[config.mk]
export PLATFORM = sky130hd
export DESIGN_NAME = stepper_step_dir_positioner
export DESIGN_NICKNAME = d
export VERILOG_FILES = /design/src/hdl/stp_pkg.sv /design/src/hdl/stepper_step_dir_positioner.sv
export SDC_FILE = /design/constraint.sdc
export NUM_CORES = 2
export LEC_CHECK = 0
export ABC_AREA = 1
export BUFFER_PORTS_ARGS = -buffer_cell sky130_fd_sc_hd__buf_2
export CAP_MARGIN = 30
export CORE_ASPECT_RATIO = 2
export CORE_UTILIZATION = 33
export CTS_CLUSTER_SIZE = 30
export DETAILED_ROUTE_END_ITERATION = 12
export PLACE_DENSITY = 0.54
export REMOVE_ABC_BUFFERS = 1
export SYNTH_ARGS = -nofsm -noshare
export SYNTH_HDL_FRONTEND = slang
export SYNTH_SLANG_ARGS = --single-unit
export TNS_END_PERCENT = 10
[constraint.sdc]
create_clock -name i_clk -period 9.7 [get_ports i_clk]
set_input_delay 0.97 -clock i_clk [delete_from_list [all_inputs] [get_ports i_clk]]
set_output_delay 0.97 -clock i_clk [all_outputs]
set_load 0.1 [all_outputs]
[src/hdl/stp_pkg.sv]
// ---------------------------------------------------------------------------
// Stepper positioner package
// Types, codes and constants shared by the step/direction positioner and its
// port checker.
// ---------------------------------------------------------------------------
`default_nettype none

package stp_pkg;

    // Kind of an input word, carried on the slave-side tuser.
    typedef enum logic [1:0] {
        MODE_TICK     = 2'd0,
        MODE_SET_GOAL = 2'd1,
        MODE_HOME     = 2'd2,
        MODE_BUTTON   = 2'd3
    } t_mode;

    // Status code reported in every result word.
    typedef enum logic [1:0] {
        STATUS_DONE   = 2'd0,
        STATUS_MOVING = 2'd1,
        STATUS_HOMING = 2'd2
    } t_status;

    // Configuration register indexes.
    localparam logic [1:0] CFG_STEPS_PER_MM  = 2'd0;
    localparam logic [1:0] CFG_MEDIUM_MOVE   = 2'd1;
    localparam logic [1:0] CFG_LARGE_MOVE    = 2'd2;

    localparam int SPM_W   = 16;
    localparam int MM_W    = 8;
    localparam int JOG_W   = SPM_W + MM_W;
    localparam int POS_W   = 32;

    localparam logic [SPM_W-1:0] SPM_RESET    = 16'd1600;
    localparam logic [MM_W-1:0]  MEDIUM_RESET = 8'd5;
    localparam logic [MM_W-1:0]  LARGE_RESET  = 8'd50;
    localparam logic [JOG_W-1:0] MEDIUM_STEPS_RESET = 24'd8000;
    localparam logic [JOG_W-1:0] LARGE_STEPS_RESET  = 24'd80000;

    // Resistor ladder thresholds, lowest button first.
    localparam logic [POS_W-1:0] LADDER_LARGE_DOWN  = 32'd75;
    localparam logic [POS_W-1:0] LADDER_MEDIUM_DOWN = 32'd225;
    localparam logic [POS_W-1:0] LADDER_MM_DOWN     = 32'd350;
    localparam logic [POS_W-1:0] LADDER_STOP        = 32'd475;
    localparam logic [POS_W-1:0] LADDER_MM_UP       = 32'd590;
    localparam logic [POS_W-1:0] LADDER_MEDIUM_UP   = 32'd690;
    localparam logic [POS_W-1:0] LADDER_LARGE_UP    = 32'd790;

    // Result and input word widths.
    localparam int OUT_DATA_W = 72;
    localparam int IN_DATA_W  = 40;

endpackage

`default_nettype wire

[src/hdl/stepper_step_dir_positioner.sv]
// ---------------------------------------------------------------------------
// Stepper step/direction positioner
// Step pulse and direction generator with homing and ladder-button jogging.
// ---------------------------------------------------------------------------
// Datapath: an accepted word is registered in the input register, then processed
// into the result register once that register is empty or being drained.
// Throughput: one word per cycle while the result side keeps tready high; the
// state update of one word is a single compare and add into the registers.
// Reset: synchronous, active low; motion state clears to zero and the jog
// registers return to 1600 steps/mm, 5 mm and 50 mm. No clearing pass.
// ---------------------------------------------------------------------------
`default_nettype none

module stepper_step_dir_positioner
    import stp_pkg::*;
(
    input  wire logic                  i_clk,
    input  wire logic                  i_rst_n,

    // Configuration write channel.
    input  wire logic                  i_cfg_valid,
    output logic                       o_cfg_ready,
    input  wire logic [1:0]            i_cfg_index,
    input  wire logic [SPM_W-1:0]      i_cfg_data,

    // Input words.
    input  wire logic                  s_axis_tvalid,
    output logic                       s_axis_tready,
    // tdata, lowest bit up: value[31:0], end_switch[32], zero pad [39:33].
    input  wire logic [IN_DATA_W-1:0]  s_axis_tdata,
    // tuser: mode[1:0].
    input  wire logic [1:0]            s_axis_tuser,

    // Result words.
    output logic                       m_axis_tvalid,
    input  wire logic                  m_axis_tready,
    // tdata, lowest bit up: step_level[0], direction[1], done_flag[2],
    // status[4:3], position[36:5], goal[68:37], running[69], zero pad [71:70].
    output logic [OUT_DATA_W-1:0]      m_axis_tdata
);

    // ------------------------------------------------------------------
    // Configuration. The jog distances in steps are kept as products so
    // that the item path never has to multiply; each product is refreshed
    // in the same write that changes one of its factors.
    // ------------------------------------------------------------------
    logic [SPM_W-1:0] r_spm;
    logic [MM_W-1:0]  r_medium_mm;
    logic [MM_W-1:0]  r_large_mm;
    logic [JOG_W-1:0] r_medium_steps;
    logic [JOG_W-1:0] r_large_steps;

    assign o_cfg_ready = 1'b1;

    always_ff @(posedge i_clk) begin
        if (!i_rst_n) begin
            r_spm          <= SPM_RESET;
            r_medium_mm    <= MEDIUM_RESET;
            r_large_mm     <= LARGE_RESET;
            r_medium_steps <= MEDIUM_STEPS_RESET;
            r_large_steps  <= LARGE_STEPS_RESET;
        end else if (i_cfg_valid) begin
            unique case (i_cfg_index)
                CFG_STEPS_PER_MM: begin
                    r_spm          <= i_cfg_data;
                    r_medium_steps <= JOG_W'(i_cfg_data) * JOG_W'(r_medium_mm);
                    r_large_steps  <= JOG_W'(i_cfg_data) * JOG_W'(r_large_mm);
                end
                CFG_MEDIUM_MOVE: begin
                    r_medium_mm    <= i_cfg_data[MM_W-1:0];
                    r_medium_steps <= JOG_W'(r_spm) * JOG_W'(i_cfg_data[MM_W-1:0]);
                end
                CFG_LARGE_MOVE: begin
                    r_large_mm     <= i_cfg_data[MM_W-1:0];
                    r_large_steps  <= JOG_W'(r_spm) * JOG_W'(i_cfg_data[MM_W-1:0]);
                end
                default: begin
                    // Indexes beyond the register list are dropped.
                end
            endcase
        end
    end

    // ------------------------------------------------------------------
    // Handshake. The input register takes a word whenever it is empty or
    // is being processed this cycle; processing goes ahead whenever the
    // result register is empty or being drained. So one finished result
    // may wait downstream while the next word is already held here.
    // ------------------------------------------------------------------
    logic r_in_valid;
    logic r_out_valid;
    logic w_out_free;
    logic w_proc;

    assign w_out_free    = !r_out_valid || m_axis_tready;
    assign w_proc        = r_in_valid && w_out_free;
    assign s_axis_tready = !r_in_valid || w_out_free;

    t_mode             r_in_mode;
    logic [POS_W-1:0]  r_in_value;
    logic              r_in_switch;

    always_ff @(posedge i_clk) begin
        if (!i_rst_n) begin
            r_in_valid <= 1'b0;
        end else if (s_axis_tready) begin
            r_in_valid <= s_axis_tvalid;
        end
    end

    always_ff @(posedge i_clk) begin
        if (s_axis_tvalid && s_axis_tready) begin
            r_in_mode   <= t_mode'(s_axis_tuser);
            r_in_value  <= s_axis_tdata[POS_W-1:0];
            r_in_switch <= s_axis_tdata[POS_W];
        end
    end

    // ------------------------------------------------------------------
    // Motion state.
    // ------------------------------------------------------------------
    logic [POS_W-1:0] r_goal,     n_goal;
    logic [POS_W-1:0] r_position, n_position;
    logic             r_done,     n_done;
    logic             r_homing,   n_homing;
    logic             r_pulse,    n_pulse;
    logic             r_running,  n_running;
    logic             r_dir,      n_dir;

    // Button decode: a jog magnitude in steps and a sign. The stop band
    // asks for the goal to become the current position.
    logic             w_jog_req;
    logic             w_jog_up;
    logic [JOG_W-1:0] w_jog_mag;
    logic [POS_W-1:0] w_jog_goal;

    always_comb begin
        w_jog_req = 1'b1;
        w_jog_up  = 1'b0;
        w_jog_mag = '0;
        if (r_in_value < LADDER_LARGE_DOWN) begin
            w_jog_mag = r_large_steps;
        end else if (r_in_value < LADDER_MEDIUM_DOWN) begin
            w_jog_mag = r_medium_steps;
        end else if (r_in_value < LADDER_MM_DOWN) begin
            w_jog_mag = {{MM_W{1'b0}}, r_spm};
        end else if (r_in_value < LADDER_STOP) begin
            w_jog_mag = '0;
        end else if (r_in_value < LADDER_MM_UP) begin
            w_jog_up  = 1'b1;
            w_jog_mag = {{MM_W{1'b0}}, r_spm};
        end else if (r_in_value < LADDER_MEDIUM_UP) begin
            w_jog_up  = 1'b1;
            w_jog_mag = r_medium_steps;
        end else if (r_in_value < LADDER_LARGE_UP) begin
            w_jog_up  = 1'b1;
            w_jog_mag = r_large_steps;
        end else begin
            // Top of the ladder, and negative values read as large
            // unsigned numbers: no button pressed.
            w_jog_req = 1'b0;
        end
    end

    assign w_jog_goal = w_jog_up
                      ? r_position + {{(POS_W-JOG_W){1'b0}}, w_jog_mag}
                      : r_position - {{(POS_W-JOG_W){1'b0}}, w_jog_mag};

    // A goal write only counts when it changes the goal; it then clears
    // done and starts the tick timer, homing or not.
    logic             w_goal_req;
    logic [POS_W-1:0] w_goal_val;

    always_comb begin
        w_goal_req = 1'b0;
        w_goal_val = r_in_value;
        if (r_in_mode == MODE_SET_GOAL) begin
            w_goal_req = 1'b1;
        end else if (r_in_mode == MODE_BUTTON) begin
            w_goal_req = w_jog_req;
            w_goal_val = w_jog_goal;
        end
    end

    always_comb begin
        n_goal     = r_goal;
        n_position = r_position;
        n_done     = r_done;
        n_homing   = r_homing;
        n_pulse    = r_pulse;
        n_running  = r_running;
        n_dir      = r_dir;
        case (r_in_mode)
            MODE_TICK: begin
                if (r_running) begin
                    if (r_homing) begin
                        // Homing pushes until the switch is seen on a
                        // high step level, then zeroes the axis.
                        if (r_pulse) begin
                            if (r_in_switch) begin
                                n_goal     = '0;
                                n_position = '0;
                                n_homing   = 1'b0;
                                n_running  = 1'b0;
                            end
                            n_pulse = 1'b0;
                        end else begin
                            n_dir   = 1'b1;
                            n_pulse = 1'b1;
                        end
                    end else if (r_pulse) begin
                        if (r_goal == r_position) begin
                            // Target reached with the step level high.
                            n_running = 1'b0;
                            n_done    = 1'b1;
                        end else begin
                            n_pulse = 1'b0;
                        end
                    end else begin
                        // Rising edge: step toward the goal. Equal counts
                        // as not above, so the position dips by one.
                        if ($signed(r_goal) > $signed(r_position)) begin
                            n_dir      = 1'b0;
                            n_position = r_position + 32'd1;
                        end else begin
                            n_dir      = 1'b1;
                            n_position = r_position - 32'd1;
                        end
                        n_pulse = 1'b1;
                    end
                end
            end
            MODE_HOME: begin
                n_homing  = 1'b1;
                n_running = 1'b1;
            end
            default: begin
                if (w_goal_req && (w_goal_val != r_goal)) begin
                    n_goal    = w_goal_val;
                    n_done    = 1'b0;
                    n_running = 1'b1;
                end
            end
        endcase
    end

    always_ff @(posedge i_clk) begin
        if (!i_rst_n) begin
            r_goal     <= '0;
            r_position <= '0;
            r_done     <= 1'b0;
            r_homing   <= 1'b0;
            r_pulse    <= 1'b0;
            r_running  <= 1'b0;
            r_dir      <= 1'b0;
        end else if (w_proc) begin
            r_goal     <= n_goal;
            r_position <= n_position;
            r_done     <= n_done;
            r_homing   <= n_homing;
            r_pulse    <= n_pulse;
            r_running  <= n_running;
            r_dir      <= n_dir;
        end
    end

    // ------------------------------------------------------------------
    // Result register, loaded with the state as it stands after the word.
    // ------------------------------------------------------------------
    t_status                 w_status;
    logic [OUT_DATA_W-1:0]   r_out_data;

    always_comb begin
        if (n_homing) begin
            w_status = STATUS_HOMING;
        end else if (n_done) begin
            w_status = STATUS_DONE;
        end else begin
            w_status = STATUS_MOVING;
        end
    end

    always_ff @(posedge i_clk) begin
        if (!i_rst_n) begin
            r_out_valid <= 1'b0;
        end else if (w_out_free) begin
            r_out_valid <= r_in_valid;
        end
    end

    always_ff @(posedge i_clk) begin
        if (w_proc) begin
            r_out_data <= {2'b00, n_running, n_goal, n_position, w_status,
                           n_done, n_dir, n_pulse};
        end
    end

    assign m_axis_tvalid = r_out_valid;
    assign m_axis_tdata  = r_out_data;

endmodule

`default_nettype wire

==> summary.txt <==
Crit-path max cell delay: 0.60 ns
Worst Skew: 0.02260 ns
HPWL after detailed placement: 86.09 mm
Number of global-route vias before repair: 28560
Final nets: 4870
CTS Hold Bufs: 0
Fin worst setup slack: 1.599 ns
Max transition margin: 0.3314
Unrepaired setup endpoints after global routing: no
Antenna violations before repair: 1
Post-synthesis average cell area: 7.002 um^2
DRC Markers: 0
Final Hold Slack: 0.5041 ns
Arrival time at the worst endpoint: 8.45 ns
Vias/cell: 5.070
Sequential area share after synthesis: 0.2039
Number of clock sinks: 256
Peak supply drop: 0.1263 mV
Worst skew pair latency: 0.63 ns
Leak: 17.79 nW
Hold Violations, Final: 0
CTS clk-pin slew, worst paths: 0.07 ns
CTS H-Tree Depth: 1
Nature of the critical path endpoint: flip-flop
Worst path bufs/invs: 2
Global-route wire length before repair: 165.0 mm
Vias: 28060
Initial Util: 0.3345
Netlist cell types: 64
Routed wire length: 108.8 mm
Port Buffer Count: 129
CTS tree: done
Endpoints failing setup: 0
Synthesized area: 30290 um^2
Outcome: completed
Min-Delay Path Class: flip-flop to flip-flop
P&R area growth vs syn: 9.017%
Worst-Margin Slew: 1.003 ns
Total congestion overflow: 0
Initial DRC count: 1505
Synth top area cells: fa_1 17%, nand2_1 13%, inv_1 10%
Fillers: 9793
Die area: 93090 um^2
Fmax: 0.1234 GHz
Crit path kind: flip-flop to flip-flop
Max-slew violations: 0
GR Util All Layers: 0.2333
Pre-antenna DRT Iters: 5
Cell accounting for the most synthesized area: fa_1
Buffers inserted by post-CTS timing repair: 0
Largest net degree at the start of global routing: 77
Yosys warns: 0
Worst-path fanout max: 32
CP max stage cell: nand2_2
CTS buffer count: 30
Top-count cell post-synth: nand2_1
PwrDens: 157.9 nW/um^2
Ys flop type: dfxtp_1
Synth top cells by count: 1075 x nand2_1, 841 x inv_1, 315 x a21oi_1
Max_cap viols: 0
Fraction of layout cells with a size suffix above 1: 0.07542
Clock Root Buffer: clkbuf_16
EDFF count, synth: 105
Final Cell Area: 33020 um^2
GPL Wtd Cong: 0.9576
Site row count: 156
CP required: 10.05 ns
Fin Setup TNS: 0 ns
Top cell by count, worst path: nand2_1
CP Launch Type: flip-flop
Final min period: 8.101 ns
DR WL/cell: 19.66 um
#FFs+latches synth: 256
Post-CTS sizing: 0
Clock tree buffer depth: 3
Crit-path leading delay family: simple AND/OR/NAND/NOR gates
Syn Inst Count: 4326
Final ANT Viol Nets: 0
I/O pin count: 140
Pre-CTS worst setup slack: 1.650 ns
Top-area cell type share of the netlist area: 0.1679
Chip width: 216.2 um
Die Height: 430.5 um
Async S/R FF share, synth: 0
Placement Cell Area: 31950 um^2
Power Total: 5.216 mW
Core area: 90570 um^2
Fin crit share: 0.8351
## path summary, 6_finish.rpt
kind                      startpoint                  to  cells past startpoint  slack, ns
setup / recovery      r_in_value[20]    m_axis_tdata[44]                     43       1.60
hold / removal    r_medium_steps[23]  r_medium_steps[23]                      2       0.50
setup reg to reg      r_in_value[20]    m_axis_tdata[44]                     43       1.60
hold reg to reg   r_medium_steps[23]  r_medium_steps[23]                      2       0.50
## cell type report
class                      instances  area (um^2)  area share
tap                             1185         1483     0.04490
antenna                            1        2.502  0.00007577
inverter                         856         3217     0.09741
clock inverter                    23        299.0    0.009055
timing repair buffer             174         1021     0.03092
multi-input combinational       3007        20050      0.6073
clock buffer                      33        772.0     0.02338
sequential                       256         6176      0.1870
## tightest hold or removal path, stage by stage (launching register included)
cell,delay [ns]
dfxtp_1,0.33
nand2_1,0.07
a21oi_1,0.06
## per-layer routing
| layer | GRT usage | share of wire | up-vias |
|---|---|---|---|
| li1 | - | - | 13650 |
| met1 | 0.2197 | 0.33 | 13380 |
| met2 | 0.4533 | 0.54 | 729 |
| met3 | 0.01644 | 0.031 | 304 |
| met4 | 0.1911 | 0.095 | 0 |
| met5 | 0 | 0 | - |
## power by group
group          total, mW  switching (mW)  internal [mW]
Combinational       2.62            1.73          0.883
Clock               1.28           0.565          0.720
Sequential          1.31           0.103           1.21
Total               5.22            2.40           2.81
## flip-flops by register name, summed over array words and instances (netlist names), 2 cells and up
name,flops
r_goal,32
r_in_mode,2
r_spm,16
r_large_steps,24
r_in_value,32
m_axis_tdata,70
r_medium_mm,8
r_medium_steps,24
r_position,32
r_large_mm,8
## layout by cell type (no fill, tap or decap), types with 130 or more instances in the layout
| master | Yosys | layout |
|---|---|---|
| nor2_1 | 184 | 182 |
| inv_1 | 841 | 839 |
| buf_2 | 19 | 130 |
| nand3_1 | 290 | 290 |
| fa_1 | 254 | 254 |
| o21ai_0 | 254 | 254 |
| nand2_1 | 1075 | 1074 |
| a21oi_1 | 315 | 314 |
| ha_1 | 226 | 226 |
| dfxtp_1 | 151 | 151 |
## per-stage QoR
step / cells / utilization
floorplan: 4119 / -
detailed placement: 5478 / 0.3528
global route: 5534 / 0.3646
global placement: 5475 / 0.3521
finish: 5535 / 0.3646
CTS: 5534 / 0.3646
## cell families (layout without fill, tap and decap cells)
| group | Yosys count | after routing | synth area share |
|---|---|---|---|
| AND/OR/NAND/NOR | 1701 | 1701 | 0.2381 |
| buffers and inverters | 1064 | 1086 | 0.1350 |
| AO/OA/AOI/OAI | 727 | 727 | 0.1338 |
| adder cells (fa/ha/maj) | 480 | 480 | 0.2612 |
| flip-flops | 256 | 256 | 0.2039 |
| XOR/XNOR | 96 | 96 | 0.02776 |
| other | 2 | 4 | 0.0002479 |
(Power assumes the default switching activity.)
